## src/sti_pkg.sv

```systemverilog
// Shared types and constants for the sorted record table.
// No dependencies; used by the table top level and its checker.
package sti_pkg;

    localparam int STI_DEPTH     = 16;
    localparam int STI_KEY_CHARS = 8;

    typedef enum logic [1:0] {
        ST_OK    = 2'd0,
        ST_FULL  = 2'd1,
        ST_RANGE = 2'd2
    } t_status;

    typedef struct packed {
        logic        [63:0] key;
        logic        [63:0] publisher;
        logic signed [31:0] price;
    } t_record;

endpackage

```

## src/sti_ram.sv

```systemverilog
// Generic single-write, single-read RAM with registered read data.
// No dependencies.
module sti_ram #(
    parameter int WIDTH = 8,
    parameter int DEPTH = 16,
    localparam int AW   = (DEPTH > 1) ? $clog2(DEPTH) : 1
) (
    input  logic             i_clk,
    input  logic             i_we,
    input  logic [AW-1:0]    i_waddr,
    input  logic [WIDTH-1:0] i_wdata,
    input  logic [AW-1:0]    i_raddr,
    output logic [WIDTH-1:0] o_rdata
);

    logic [WIDTH-1:0] r_mem [DEPTH];
    logic [WIDTH-1:0] r_rd_data;

    always_ff @(posedge i_clk) begin
        if (i_we) begin
            r_mem[i_waddr] <= i_wdata;
        end
        r_rd_data <= r_mem[i_raddr];
    end

    assign o_rdata = r_rd_data;

endmodule

```

## src/sorted_table_insert.sv

```systemverilog
// Sorted record table: a bounded table of records kept in ascending key order. An insert
// walks the table from the top entry down, one entry at a time, through a single compare
// unit and one record memory; each stored entry with a strictly greater key moves up one
// place, and the new record lands just above the first entry that is not greater, so equal
// keys keep arrival order. Each entry examined takes a memory read (S_RD), then a compare
// and move (S_CMP); the walk ends with the write of the new record (S_WRNEW) and S_DONE.
// A read passes S_RD and S_DONE; a full or out-of-range item goes straight to S_DONE.
// One item is in flight at a time; the result sits in an output register until taken.
// Depends on sti_pkg and sti_ram.
module sorted_table_insert import sti_pkg::*; #(
    parameter int DEPTH     = STI_DEPTH,
    parameter int KEY_CHARS = STI_KEY_CHARS
) (
    input  logic               i_clk,
    input  logic               i_rst_n,
    input  logic               i_in_valid,
    output logic               o_in_ready,
    input  logic               i_mode,
    input  logic        [63:0] i_title_key,
    input  logic        [63:0] i_publisher_text,
    input  logic signed [31:0] i_price_value,
    input  logic        [3:0]  i_read_index,
    output logic               o_out_valid,
    input  logic               i_out_ready,
    output logic        [1:0]  o_status,
    output logic        [4:0]  o_entry_count,
    output logic        [3:0]  o_slot,
    output logic        [63:0] o_out_title,
    output logic        [63:0] o_out_publisher,
    output logic signed [31:0] o_out_price
);

    localparam int AW = (DEPTH > 1) ? $clog2(DEPTH) : 1;
    localparam int CW = $clog2(DEPTH + 1);
    localparam logic [63:0] KeyMask = ~64'd0 << (64 - 8 * KEY_CHARS);

    typedef enum logic [4:0] {
        S_IDLE  = 5'b00001,
        S_RD    = 5'b00010,
        S_CMP   = 5'b00100,
        S_WRNEW = 5'b01000,
        S_DONE  = 5'b10000
    } t_state;

    t_state  r_state, n_state;
    logic [CW-1:0] r_count, n_count;
    logic [AW-1:0] r_idx, n_idx;
    logic [AW-1:0] r_pos, n_pos;
    logic          r_mode, n_mode;
    t_status       r_status, n_status;
    logic [3:0]    r_slot, n_slot;
    t_record       r_new, n_new;
    logic          r_out_valid, n_out_valid;
    t_status       r_o_status, n_o_status;
    logic [4:0]    r_o_count, n_o_count;
    logic [3:0]    r_o_slot, n_o_slot;
    t_record       r_o_rec, n_o_rec;

    logic          ram_we;
    logic [AW-1:0] ram_waddr;
    t_record       ram_wdata;
    t_record       ram_rdata;

    sti_ram #(
        .WIDTH ($bits(t_record)),
        .DEPTH (DEPTH)
    ) u_sti_ram (
        .i_clk   (i_clk),
        .i_we    (ram_we),
        .i_waddr (ram_waddr),
        .i_wdata (ram_wdata),
        .i_raddr (r_idx),
        .o_rdata (ram_rdata)
    );

    always_comb begin
        n_state     = r_state;
        n_count     = r_count;
        n_idx       = r_idx;
        n_pos       = r_pos;
        n_mode      = r_mode;
        n_status    = r_status;
        n_slot      = r_slot;
        n_new       = r_new;
        n_out_valid = r_out_valid;
        n_o_status  = r_o_status;
        n_o_count   = r_o_count;
        n_o_slot    = r_o_slot;
        n_o_rec     = r_o_rec;
        ram_we      = 1'b0;
        ram_waddr   = r_pos;
        ram_wdata   = r_new;

        if (r_out_valid && i_out_ready) begin
            n_out_valid = 1'b0;
        end

        unique case (r_state)
            S_IDLE: begin
                if (i_in_valid) begin
                    n_mode          = i_mode;
                    n_new.key       = i_title_key & KeyMask;
                    n_new.publisher = i_publisher_text;
                    n_new.price     = i_price_value;
                    n_status        = ST_OK;
                    if (!i_mode) begin
                        if (r_count == CW'(DEPTH)) begin
                            n_status = ST_FULL;
                            n_slot   = '0;
                            n_state  = S_DONE;
                        end else if (r_count == '0) begin
                            n_pos   = '0;
                            n_state = S_WRNEW;
                        end else begin
                            // start the walk at the top stored entry
                            n_idx   = AW'(r_count - CW'(1));
                            n_state = S_RD;
                        end
                    end else begin
                        n_slot = i_read_index;
                        if (32'(i_read_index) >= 32'(r_count)) begin
                            n_status = ST_RANGE;
                            n_state  = S_DONE;
                        end else begin
                            n_idx   = AW'(i_read_index);
                            n_state = S_RD;
                        end
                    end
                end
            end
            S_RD: begin
                n_state = r_mode ? S_DONE : S_CMP;
            end
            S_CMP: begin
                if (ram_rdata.key > r_new.key) begin
                    // move this entry up one place and keep walking down
                    ram_we    = 1'b1;
                    ram_waddr = r_idx + AW'(1);
                    ram_wdata = ram_rdata;
                    if (r_idx == '0) begin
                        n_pos   = '0;
                        n_state = S_WRNEW;
                    end else begin
                        n_idx   = r_idx - AW'(1);
                        n_state = S_RD;
                    end
                end else begin
                    n_pos   = r_idx + AW'(1);
                    n_state = S_WRNEW;
                end
            end
            S_WRNEW: begin
                ram_we    = 1'b1;
                ram_waddr = r_pos;
                ram_wdata = r_new;
                n_count   = r_count + CW'(1);
                n_slot    = 4'(r_pos);
                n_state   = S_DONE;
            end
            S_DONE: begin
                // hold until the output register is free
                if (!r_out_valid || i_out_ready) begin
                    n_out_valid = 1'b1;
                    n_o_status  = r_status;
                    n_o_count   = 5'(r_count);
                    n_o_slot    = r_slot;
                    if (r_mode && r_status == ST_OK) begin
                        n_o_rec = ram_rdata;
                    end else begin
                        n_o_rec = '0;
                    end
                    n_state = S_IDLE;
                end
            end
            default: begin
                n_state = S_IDLE;
            end
        endcase
    end

    always_ff @(posedge i_clk) begin
        if (!i_rst_n) begin
            r_state     <= S_IDLE;
            r_count     <= '0;
            r_out_valid <= 1'b0;
        end else begin
            r_state     <= n_state;
            r_count     <= n_count;
            r_out_valid <= n_out_valid;
        end
    end

    always_ff @(posedge i_clk) begin
        r_idx      <= n_idx;
        r_pos      <= n_pos;
        r_mode     <= n_mode;
        r_status   <= n_status;
        r_slot     <= n_slot;
        r_new      <= n_new;
        r_o_status <= n_o_status;
        r_o_count  <= n_o_count;
        r_o_slot   <= n_o_slot;
        r_o_rec    <= n_o_rec;
    end

    assign o_in_ready      = (r_state == S_IDLE);
    assign o_out_valid     = r_out_valid;
    assign o_status        = r_o_status;
    assign o_entry_count   = r_o_count;
    assign o_slot          = r_o_slot;
    assign o_out_title     = r_o_rec.key;
    assign o_out_publisher = r_o_rec.publisher;
    assign o_out_price     = r_o_rec.price;

endmodule

```

## config.mk

```make
export PLATFORM = sky130hd
export DESIGN_NAME = sorted_table_insert
export DESIGN_NICKNAME = d
export VERILOG_FILES = /design/src/sti_pkg.sv /design/src/sti_ram.sv /design/src/sorted_table_insert.sv
export SDC_FILE = /design/constraint.sdc
export NUM_CORES = 2
export LEC_CHECK = 0
export BUFFER_PORTS_ARGS = -buffer_cell sky130_fd_sc_hd__buf_4
export CAP_MARGIN = 10
export CORE_MARGIN = 2
export CORE_UTILIZATION = 35
export CTS_CLUSTER_DIAMETER = 50
export DETAILED_ROUTE_END_ITERATION = 6
export SYNTH_ARGS = -nofsm -noshare
export SYNTH_HDL_FRONTEND = slang
export SYNTH_SLANG_ARGS = --single-unit
```

## constraint.sdc

```tcl
create_clock -name i_clk -period 17.5 [get_ports i_clk]
set_clock_uncertainty 0.2 [all_clocks]
set_input_delay 5.25 -clock i_clk [delete_from_list [all_inputs] [get_ports i_clk]]
set_output_delay 5.25 -clock i_clk [all_outputs]
set_load 0.05 [all_outputs]
```

==> qor.txt <==
# IOs: 342
Post-DRT Antenna Nets: 0
setup repair bufs after CTS: 0
clock tree sinks: 3077
met1 Usage GRT: 23.6%
setup ws final: 9.98 ns
worst slew pin tran: 1.23 ns
area leader, netlist: edfxtp_1
# rows: 211
Mapped Cells: 4831
routed vias: 52315
CP max-delay cell: dfxtp_1
post-synthesis sequential area ratio: 78.3%
initial antenna violation count: 16
met3 Usage GRT: 2.32%
first-pass GRT wire length: 395000 µm
vias in the first global route: 54719
VDD IR-drop max: 86.6 µV
fin. max-slew vios: 0
clk root buf: clkbuf_16
critical path, cell by cell: nor3_1, and3b_1, buf_4
met2 Use GR: 25.9%
Critical Path RT: 12.05 ns
number of synthesized flops with an enable pin: 2906
Skew-Pair Late Insertion Delay: 0.94 ns
warnings from Yosys: 0
r2r startpoint: r_new[123]
First DRT Iteration DRCs: 5678
Power Total: 16300 µW
clock slew at reported path FFs: 0.06 ns
Initial Utilization: 35.1%
GRT Total Usage: 16.2%
Final Wtd Congestion: 0.745
post-CTS sizing: 0
die area: 336000 µm²
fin crit share: 43.0%
layout cell share with drive strength beyond 1: 34.7%
top-area cell type share of the netlist area: 75.3%
fmax: 133 MHz
clock share of power: 45.5%
Die H: 579 µm
predominant post-synthesis flop cell: edfxtp_1
Pwr Density: 120 nW/µm²
FFs w/ async S/R, synth: 0%
WL/cell: 27.4 µm
number of I/O port buffers: 341
Hold Path Cell Cnt: 0
Crit. End Element: output port
R2R depth: 11
critical path type: register to output port
Min Clock Period, post-route: 7.52 ns
Post-DP HPWL: 143000 µm
CP Launch Point: r_state[2]
iteration count of the initial detailed-routing pass: 5
crit path DAT: 2.07 ns
Die W: 579 µm
CTS H-tree lvls: 5
post-synth cell types: 57
gr ovfl total: 0
# DRC: 0
top post-synthesis cells by area: edfxtp_1 75%, mux4_2 16%, dfxtp_1 3.0%
Worst path max stage delay: 0.34 ns
flops & latches, synth: 3077
combinational power share: 3.9%
Synth top cells by count: 2906 x edfxtp_1, 800 x mux4_2, 171 x dfxtp_1, 169 x and2_1, 154 x mux2_4
RSZ-0062 raised after global routing: no
core area: 330000 µm²
final setup violation count: 0
fill count: 28256
status: finished clean
Vias/cell: 5.19
switch share: 21.4%
number of CTS-inserted buffers: 351
Syn Nets: 5074
Max-Cap Viols: 0
CTS tree: built
setup slack after placement: 9.49 ns
worst-path fanout max: 5
setup TNS: 0 ns
fin nets: 5645
maximum root-to-sink buffer count: 4
Multi-input gate area: 24100 µm²
Reg area: 90700 µm²
hold-fix buffers at CTS: 0
syn_area_per_cell: 24.0 µm²
worst hold path class: register to register
top-count cell post-synth: edfxtp_1
gr busiest metal: met2
largest net degree at the start of global routing: 125
mapped cell area: 116000 µm²
hold_sp: r_slot[0]
Hold WS: 0.220 ns
CP startpoint kind: register
Area growth syn-to-layout: 17.3%
total wire length: 276000 µm
Leak: 0.0440 µW
Flop pwr share: 50.6%
final hold vios: 0
Int Pwr: 12800 µW
switching power: 3490 µW
Max-slew headroom: 18.3%
[critical path, delay by kind of cell, from the launching register on]
kind / cells / cell delay (ns)
buffers and inverters: 1 / 0.23
flip-flops: 1 / 0.34
AND/OR/NAND/NOR: 2 / 0.57
[path summary, 6_finish.rpt]
| path | endpoint | slack [ns] |
|---|---|---|
| max | o_in_ready | 9.98 |
| min reg2reg | o_slot[0] | 0.22 |
| min | o_slot[0] | 0.22 |
| max reg2reg | u_sti_ram.r_mem[15][54] | 10.78 |
[power by group through the flow]
stage	sequential (µW)	clock [µW]	combinational, µW
floorplan	8380	0	422
global placement	8410	0	632
detailed placement	8410	0	651
CTS	8250	7550	653
global route	8250	7830	697
finish	8250	7410	641
[flip-flops by register name, indices dropped and copies added (netlist names), 32 cells and up]
register and cells:
u_sti_ram.r_mem 2560, o_out_price 32, r_new 160, o_out_title 64, u_sti_ram.o_rdata 160, o_out_publisher 64
[cell usage in the layout, fill, tap and decap left out, types with 5 or more instances in the layout]
master      instances
edfxtp_1         2906
and2_1            169
and3_1              8
mux2_4            154
clkinv_16          11
inv_1              73
bufinv_16          32
nor3_1              9
nand4_1            19
a21o_1             15
clkinv_1           41
inv_6              25
clkbuf_1           60
a21oi_1            28
o21ai_0            16
buf_12             14
nor3b_1             5
diode_2             8
ha_1               74
nand2_1            35
buf_4             431
clkbuf_8           25
nand2b_1            5
or3_1               6
clkinvlp_4         29
o21ai_4             6
mux4_2            800
dfxtp_1           171
nand3_1            17
nor2_1             23
clkinv_2           45
xnor2_1             9
clkinv_4           13
clkbuf_16         353
inv_8              10
[cell type report]
| type | count | area share (%) |
|---|---|---|
| Sequential cell | 3077 | 66.7 |
| Inverter | 74 | 0.210 |
| Tap cell | 4366 | 4.02 |
| Clock inverter | 213 | 1.82 |
| Clock buffer | 438 | 6.92 |
| Timing Repair Buffer | 445 | 2.59 |
| Multi-Input combinational cell | 1453 | 17.7 |
| Antenna cell | 8 | 0.0147 |
[stage by stage]
step                      cells  cell area (µm²)  utilization, %
after floorplan            4831           116000               -
after global placement     9415           124000            37.6
after detailed placement   9415           124000            37.6
after CTS                 10066           136000            41.2
after global routing      10067           136000            41.2
final                     10074           136000            41.2
[cells by family (layout without fill, tap and decap cells)]
group	count (synthesis)	count (layout)	share of synthesized area [%]
AOI/OAI and AO/OA	95	95	0.539
xor gates and xnor gates	12	12	0.0908
adders and majority gates	74	74	0.799
buffers and inverters	301	1170	1.09
DFF	3077	3077	78.3
muxes	961	961	17.6
other	0	8	0
and+or+nand+nor	311	311	1.55
[layer usage]
metal,vias up,wire (µm)
met3,395,15600
met4,2,6110
li1,21575,-
met1,28572,122000
met2,1771,132000
met5,-,13
(Power assumes the default switching activity.)
